File: config.mk
export PLATFORM = sky130hd
export DESIGN_NAME = bfbs_mod_unit
export DESIGN_NICKNAME = d
export VERILOG_FILES = /design/src/rtl/core/bfbs_pkg.sv /design/src/rtl/core/bfbs_mod_unit.sv
export SDC_FILE = /design/constraint.sdc
export NUM_CORES = 1
export LEC_CHECK = 0
export BUFFER_PORTS_ARGS = -buffer_cell sky130_fd_sc_hd__buf_2
export CELL_PAD_IN_SITES_DETAIL_PLACEMENT = 0
export CELL_PAD_IN_SITES_GLOBAL_PLACEMENT = 1
export CORE_ASPECT_RATIO = 1.5
export CORE_MARGIN = 2
export CORE_UTILIZATION = 43
export DETAILED_ROUTE_END_ITERATION = 8
export GPL_TIMING_DRIVEN = 0
export PLACE_DENSITY = 0.9
export SYNTH_ARGS = -nofsm -noshare
export SYNTH_HDL_FRONTEND = slang
export SYNTH_SLANG_ARGS = --single-unit
File: constraint.sdc
create_clock -name clk -period 5.5 [get_ports clk]
set_clock_uncertainty 0.1 [all_clocks]
set_input_delay 1.65 -clock clk [delete_from_list [all_inputs] [get_ports clk]]
set_output_delay 1.65 -clock clk [all_outputs]
set_load 0.01 [all_outputs]
File: src/rtl/core/bfbs_pkg.sv
package bfbs_pkg;

  localparam int MAX_BYTES = 4096;
  localparam int ADDR_W    = $clog2(MAX_BYTES);
  localparam int MAX_BITS  = MAX_BYTES * 8;
  localparam int CNT_W     = 16;
  localparam int HASH_W    = 32;
  localparam int ITER_W    = $clog2(HASH_W);
  localparam int ACT_W     = ADDR_W + 1;

  localparam logic [CNT_W-1:0] BIT_COUNT_RESET = CNT_W'(MAX_BITS);
  localparam logic [7:0]       BYTE_ZERO       = 8'h00;
  localparam logic [7:0]       BYTE_ONES       = 8'hff;

  typedef enum logic [2:0] {
    OP_ADD    = 3'd0,
    OP_CHECK  = 3'd1,
    OP_CLEAR  = 3'd2,
    OP_SETALL = 3'd3,
    OP_READ   = 3'd4
  } op_t;

  typedef enum logic [2:0] {
    ST_INIT,
    ST_IDLE,
    ST_MOD,
    ST_RD,
    ST_UPD,
    ST_FILL,
    ST_RESP
  } state_t;

  localparam logic KIND_MEMBER = 1'b0;
  localparam logic KIND_BYTE   = 1'b1;

  // Result of the shared modulo unit
  typedef struct packed {
    logic             done;
    logic [CNT_W-1:0] rem;
  } mod_res_t;

endpackage

File: src/rtl/core/bfbs_mod_unit.sv
module bfbs_mod_unit (
  input  logic                            clk,
  input  logic                            rst,
  input  logic                            start,
  input  logic [bfbs_pkg::HASH_W-1:0]     hash,
  input  logic [bfbs_pkg::CNT_W-1:0]      divisor,
  output bfbs_pkg::mod_res_t              res
);
  import bfbs_pkg::*;

  logic              busy;
  logic [ITER_W-1:0] iter;
  logic [HASH_W-1:0] shreg;
  logic [CNT_W-1:0]  rem;
  logic              done;
  logic [CNT_W:0]    trial;
  logic [CNT_W:0]    diff;

  // One restoring step: shift in the next hash bit, subtract when it fits
  assign trial = {rem, shreg[HASH_W-1]};
  assign diff  = trial - {1'b0, divisor};

  always_ff @(posedge clk) begin
    if (rst) begin
      busy <= 1'b0;
      done <= 1'b0;
      iter <= '0;
    end else begin
      done <= 1'b0;
      if (start) begin
        busy  <= 1'b1;
        iter  <= '0;
        rem   <= '0;
        shreg <= hash;
      end else if (busy) begin
        shreg <= {shreg[HASH_W-2:0], 1'b0};
        if (trial >= {1'b0, divisor}) begin
          rem <= diff[CNT_W-1:0];
        end else begin
          rem <= trial[CNT_W-1:0];
        end
        iter <= iter + 1'b1;
        if (iter == ITER_W'(HASH_W - 1)) begin
          busy <= 1'b0;
          done <= 1'b1;
        end
      end
    end
  end

  assign res.done = done;
  assign res.rem  = rem;

endmodule
==> key figures, run 1 <==
Finish
  – Layout cell share with drive strength beyond 1: 0.344
  – Layout area overhead: 19.3%
  – Final non-filler cell total: between 400 and 500
  – Most frequent cells in the layout: buf_2, edfxtp_1, mux2_2
  – Nets: 441
  – Filler cell count: between 600 and 700
  – Post-layout util: 0.526
  – Commonest non-fill, non-tap cell in the layout: buf_2
  – Post-route cell area: slightly below 4000 sq um
  – # diodes: 0

Floorplanning
  – Boundary Pins: 68
  – Die height: between 100 and 150 microns
  – Die Wd: roughly 76 microns
  – Initial Utilization: 0.441
  – Core Box Area: about 7600 sq um
  – Rows: 39
  – Die ar.: about 8500 sq um

Clock tree
  – Setup repair bufs after CTS: 0
  – Hold Buf Count CTS: 0
  – CTS root buffer: clkbuf_16
  – Clock slew at reported path FFs: approximately 0.070 ns
  – PostCTS Resize Cnt: 0
  – H-Tree Depth: 2
  – Clk buf depth: 2
  – CTS Buf Count: 5
  – Clk sinks: 55
  – CTS tree: yes
  – Clk_lat worst skew: 0.30 ns

Timing
  – Slew Limit Fails: 0
  – Worst-Margin Slew: approximately 0.57 ns
  – Final hold vios: 0
  – RSZ-0062 raised after global routing: false
  – Setup violation total in the final timing report: 0
  – Fin crit share: 0.670
  – Max Freq: approximately 270 MHz
  – Rel. slew slack: 0.618
  – Min Tclk post-route: 3.69 ns

Setup path
  – Startpoint Class: input port
  – Critical path launch point: divisor[0]
  – CP max FO: 3
  – Reg2reg path depth: 10
  – Req. time, crit path: between 5 and 6 ns
  – Reg2reg end: rem[14]
  – Worst R2R Setup Slack: around 2.8 ns
  – CP endpoint: rem[14]
  – Worst setup path class: in2reg
  – Critical path endpoint category: register
  – R2R Path Start: shreg[31]
  – Critical Path AT: about 3.6 ns

Power
  – Psw: approximately 0.32 mW
  – Fraction of power spent switching nets: 0.290
  – Clock power share: 0.292
  – Leak pwr: roughly 1.6 nW
  – Logic pwr share: 0.254
  – Cell Pwr Density: roughly 280 nW/um^2
  – Flop pwr share: 0.454
  – Total power: roughly 1.1 mW
  – Peak VDD IR: just over 0.0003 V
  – Power Internal: around 0.8 mW

Drt
  – Drt wl/cell: approximately 15 microns
  – 1st-iter DRT viols: about 120
  – WL final: about 7.2 mm
  – Via density: 5.42
  – First-pass DRT Iterations: 4
  – Routed vias: approximately 2600
  – Number of remaining DRC errors: 0
  – Number of routed nets with antenna violations: 0

Placed design
  – GPL Wtd Cong: around 0.84
  – DP Wirelength: ~5.4 mm
  – Cell Area, Placed: 3820 sq um
  – Dpl cells: 466
  – Buffers on Ports: between 60 and 70

Synth
  – Sequential share of the synthesized area: 0.475
  – Cells after Synth: ~300
  – Post-synth cell types: 56
  – YS warnings: 0
  – Synthesized area per cell: 11.3 sq um
  – Async S/R FF share, synth: 0
  – EDFF count, synth: 48
  – FF+latch count, synth: between 50 and 60
  – Syn Nets: between 300 and 400
  – Mapped Area: approximately 3300 sq um
  – Top FF cell, synth: edfxtp_1

Global route
  – Vias in the first global route: ~2700
  – Gr ovfl total: 0
  – Antenna violations before repair: 0
  – First-pass GRT wire length: 11.8 mm
  – GR Util All Layers: 0.182
  – Largest net degree at the start of global routing: 37

Run
  – Max cap viols: 0

Outcome
  – Status: complete, no violations

Min path
  – Worst hold path class: reg2reg
## flip-flops by register name (all words and copies together) (netlist names)
register / flops
rem: 16
shreg: 32
done: 1
busy: 1
iter: 5
## routing by layer
layer	global-route usage	wire length (microns)	up-vias
met5	0	0	-
met4	0.0667	120	0
met3	0.0516	399	11
met2	0.324	3830	72
met1	0.195	2870	1225
li1	-	-	1259
## cells by family after synthesis
| kind of cell | Yosys count | share of synthesized area |
|---|---|---|
| XOR/XNOR | 13 | 0.0342 |
| multiplexers | 35 | 0.117 |
| AO/OA/AOI/OAI | 70 | 0.146 |
| adder cells (fa/ha/maj) | 19 | 0.0736 |
| flip-flops | 55 | 0.475 |
| buffers and inverters | 35 | 0.0477 |
| AND/OR/NAND/NOR | 69 | 0.107 |
## how the worst min path moves through the flow
stage / startpoint / to / slack, ns / cells past startpoint
5_1_grt: iter[3] / iter[3] / 0.45 / 2
6_report: iter[4] / iter[4] / 0.41 / 2
3_5_place_dp: iter[4] / iter[4] / 0.40 / 2
4_1_cts: iter[4] / iter[4] / 0.41 / 2
3_3_place_gp: iter[4] / iter[4] / 0.38 / 2
2_1_floorplan: iter[4] / iter[4] / 0.37 / 2
## worst max-delay path: stages
cell and delay, ns:
buf_2 0.09, ha_1 0.14, inv_1 0.05, fa_1 0.40, a21oi_1 0.27, o22ai_1 0.18
o221ai_1 0.33, o21ai_0 0.18, xor2_1 0.18, o2bb2ai_1 0.15
## through the flow
step                setup TNS [ns]  setup slack [ns]  hold slack, ns
CTS                              0              1.81           0.414
detailed placement               0              1.52           0.396
finish                           0              1.81           0.409
floorplan                        0             0.930           0.367
global placement            -10.06            -0.212           0.380
global route                     0              1.72           0.452
## cell usage after synthesis, drive strengths merged (2+ instances only)
master	instances	area [sq um]
a21oi	22	118
inv	21	78.8
nand3	14	70.1
dfxtp	7	140
edfxtp	48	1440
mux2i	4	40.0
a31oi	2	18.8
xnor2	9	78.8
nor2	17	63.8
nand2	11	43.8
mux2	31	349
and2	3	18.8
a211o	2	17.5
ha	18	225
nand4	3	18.8
nand2b	2	12.5
nor2b	3	21.3
o211ai	7	67.6
o2bb2ai	2	17.5
buf	9	61.3
nor3	5	25.0
o21ai	14	73.8
or3	4	25.0
o21a	2	16.3
a211oi	6	50.1
a21o	5	37.5
xor2	4	35.0
clkbuf	5	18.8
## power groups by stage
stage	logic [mW]	clock network (mW)	registers, mW
CTS	0.284	0.337	0.509
global placement	0.273	0	0.520
global route	0.314	0.350	0.512
detailed placement	0.282	0	0.519
finish	0.284	0.327	0.509
floorplan	0.200	0	0.521
## area by class of cell
| cell class | instances | area, sq um | area share |
|---|---|---|---|
| multi-input cells | 206 | 1600 | 0.402 |
| well taps | 102 | 128 | 0.0321 |
| clock buffers | 5 | 125 | 0.0315 |
| inverters | 21 | 78.8 | 0.0198 |
| clock inverters | 3 | 27.5 | 0.00692 |
| plain buffers | 14 | 80.1 | 0.0201 |
| flip-flops and latches | 55 | 1580 | 0.398 |
| repair buffers | 68 | 355 | 0.0894 |
No activity file was read; power rests on OpenSTA's default activity.
==> run 2, diff against run 1 <==
--- a/config.mk
+++ b/config.mk
@@ -10,10 +10,10 @@
 export CELL_PAD_IN_SITES_GLOBAL_PLACEMENT = 1
 export CORE_ASPECT_RATIO = 1.5
 export CORE_MARGIN = 2
-export CORE_UTILIZATION = 43
+export CORE_UTILIZATION = 39
 export DETAILED_ROUTE_END_ITERATION = 8
 export GPL_TIMING_DRIVEN = 0
-export PLACE_DENSITY = 0.9
+export PLACE_DENSITY = 0.86
 export SYNTH_ARGS = -nofsm -noshare
 export SYNTH_HDL_FRONTEND = slang
 export SYNTH_SLANG_ARGS = --single-unit
==> constraint.sdc (replaced) <==
create_clock -name clk -period 3.1 [get_ports clk]
set_clock_uncertainty 0.1 [all_clocks]
set_input_delay 0.93 -clock clk [delete_from_list [all_inputs] [get_ports clk]]
set_output_delay 0.93 -clock clk [all_outputs]
set_load 0.01 [all_outputs]
==> run 2 against run 1 <==
Against the previous run:
- via count fell by 0.47%
- register-to-register slack got worse by 2.4 ns
- final cell count rose by 1.1%
- count of clock-buffer cells in the layout did not move
- highest routed layer unchanged
- critical path depth did not move
- wire length rose by 2.4%
- die area rose by 9.8%
==> key figures, run 2 (synthesis results as in run 1) <==
Outcome
  – Status: complete, no violations

Drt
  – 1st-iter DRT viols: 105 (-12%)
  – Routed vias: 2555 (-0.47%)
  – Via density: 5.33 (-1.5%)
  – Number of remaining DRC errors: 0 (unchanged)
  – Number of routed nets with antenna violations: 0 (unchanged)
  – WL final: 7.39 mm (+2.4%)
  – Drt wl/cell: 15.4 microns (+1.4%)
  – First-pass DRT Iterations: 4 (unchanged)

Setup path
  – CP max FO: 3 (unchanged)
  – Critical Path AT: 2.94 ns (-0.69 ns)
  – Req. time, crit path: 3.05 ns (-2.40 ns)
  – Critical path endpoint category: register
  – Startpoint Class: input port
  – Worst setup path class: in2reg

Timing
  – Slew Limit Fails: 0 (unchanged)
  – Worst-Margin Slew: 0.611 ns (+0.0378 ns)
  – Rel. slew slack: 0.592 (-0.0262)
  – RSZ-0062 raised after global routing: false
  – Fin crit share: 0.965
  – Setup TNS: 0 ns (unchanged)
  – Min Tclk post-route: 2.99 ns
  – Max Freq: around 330 MHz
  – Final hold vios: 0 (unchanged)
  – Setup violation total in the final timing report: 0 (unchanged)

Global route
  – Gr ovfl total: 0 (unchanged)
  – Vias in the first global route: 2607 (-2.5%)
  – First-pass GRT wire length: 11.9 mm (+0.36%)
  – Antenna violations before repair: 0 (unchanged)
  – Largest net degree at the start of global routing: 30 (-19%)
  – GR Util All Layers: 0.166 (-0.0162)

Clock tree
  – PostCTS Resize Cnt: 0 (unchanged)
  – H-Tree Depth: 2 (unchanged)
  – Setup repair bufs after CTS: 0 (unchanged)
  – CTS root buffer: clkbuf_16
  – Clk sinks: 55 (unchanged)
  – Clock slew at reported path FFs: 0.07 ns (about the same)
  – Clk_lat worst skew: 0.30 ns (about the same)
  – CTS Buf Count: 5 (unchanged)
  – Hold Buf Count CTS: 0 (unchanged)
  – CTS tree: yes
  – Clk buf depth: 2 (unchanged)

Power
  – Power Internal: 1.49 mW (+87%)
  – Flop pwr share: 0.438 (-0.016)
  – Logic pwr share: 0.245 (-0.009)
  – Peak VDD IR: 0.000416 V (+37%)
  – Psw: 0.570 mW (+75%)
  – Fraction of power spent switching nets: 0.276 (-0.0133)
  – Clock power share: 0.317 (+0.025)
  – Cell Pwr Density: 515 nW/um^2 (+83%)
  – Leak pwr: 1.63 nW (+0.77%)

Floorplanning
  – Die height: 117 microns (+4.8%)
  – Initial Utilization: 0.398 (-0.0421)
  – Core Box Area: 8360 sq um (+11%)
  – Die ar.: 9310 sq um (+9.8%)
  – Boundary Pins: 68 (unchanged)
  – Rows: 41 (+5.1%)
  – Die Wd: 79.5 microns (+4.7%)

Placed design
  – Cell Area, Placed: 3830 sq um (+0.16%)
  – GPL Wtd Cong: 0.851 (+1.1%)
  – DP Wirelength: 5.69 mm (+4.9%)
  – Buffers on Ports: 67 (unchanged)

Finish
  – Layout area overhead: 20.1%
  – Layout cell share with drive strength beyond 1: 0.344 (unchanged)
  – Commonest non-fill, non-tap cell in the layout: buf_2
  – Post-route cell area: 4000 sq um (+0.66%)
  – Largest Register: shreg
  – Post-layout util: 0.479 (-0.0470)
  – Top flop regs: shreg: 32 flops, rem: 16 flops, iter: 5 flops
  – # diodes: 0 (unchanged)
  – Max FFs per register: 32 (unchanged)
  – Most frequent cells in the layout: buf_2, edfxtp_1, mux2_2
  – Filler cell count: 823 (+20%)
  – Nets: 441 (unchanged)

Min path
  – Worst hold path class: reg2reg

Run
  – Max cap viols: 0 (unchanged)
[run 2: cell count changes in the layout (fill, tap and decap cells not counted)]
| cell | before | now |
|---|---|---|
| bufinv_16 | 0 | 1 |
| clkinvlp_4 | 1 | 0 |
| inv_6 | 0 | 1 |
| inv_8 | 1 | 0 |
[run 2: final cells by class]
type,instances,area (sq um),area share
well taps,107,134,0.0335
inverters,21,78.8,0.0197
clock buffers,5,125,0.0313
plain buffers,14,80.1,0.0200
repair buffers,68,355,0.0888
clock inverters,3,47.5,0.0119
flip-flops and latches,55,1580,0.395
multi-input cells,206,1600,0.400
[run 2: through the flow]
step | hold slack, ns | instances | setup slack, ns | total power [mW]
2_1_floorplan | 0.367 | 296 | 0.0420 | 1.28
3_3_place_gp | 0.380 | 470 | -0.896 | 1.41
3_5_place_dp | 0.411 | 471 | -0.195 | 1.43
4_1_cts | 0.428 | 479 | 0.112 | 2.09
5_1_grt | 0.462 | 479 | 0.00683 | 2.17
6_report | 0.423 | 479 | 0.109 | 2.06
[run 2: routing by layer]
| layer | up-vias | GRT usage | routed length, microns |
|---|---|---|---|
| met5 | - | 0 | 0 |
| met3 | 17 | 0.0291 | 285 |
| li1 | 1258 | - | - |
| met1 | 1215 | 0.170 | 2880 |
| met2 | 65 | 0.326 | 4040 |
| met4 | 0 | 0.0644 | 194 |
[run 2: critical path: stages]
cell	delay (ns)
buf_2	0.08
ha_1	0.15
inv_1	0.05
fa_1	0.40
a21oi_1	0.28
o22ai_1	0.21
o221ai_1	0.34
o21ai_0	0.17
xor2_1	0.18
o2bb2ai_1	0.14
[run 2: power by group through the flow]
| stage | Clock [mW] | Sequential [mW] | Combinational (mW) |
|---|---|---|---|
| 6_report | 0.653 | 0.903 | 0.505 |
| 3_3_place_gp | 0 | 0.920 | 0.488 |
| 5_1_grt | 0.697 | 0.908 | 0.563 |
| 2_1_floorplan | 0 | 0.923 | 0.355 |
| 4_1_cts | 0.676 | 0.904 | 0.507 |
| 3_5_place_dp | 0 | 0.921 | 0.504 |
[run 2: final timing paths]
path | to | slack (ns) | cells after the start | start
max | rem[14] | 0.11 | 10 | divisor[0]
min | iter[3] | 0.42 | 2 | iter[3]
max reg2reg | rem[14] | 0.37 | 10 | shreg[31]
min reg2reg | iter[3] | 0.42 | 2 | iter[3]
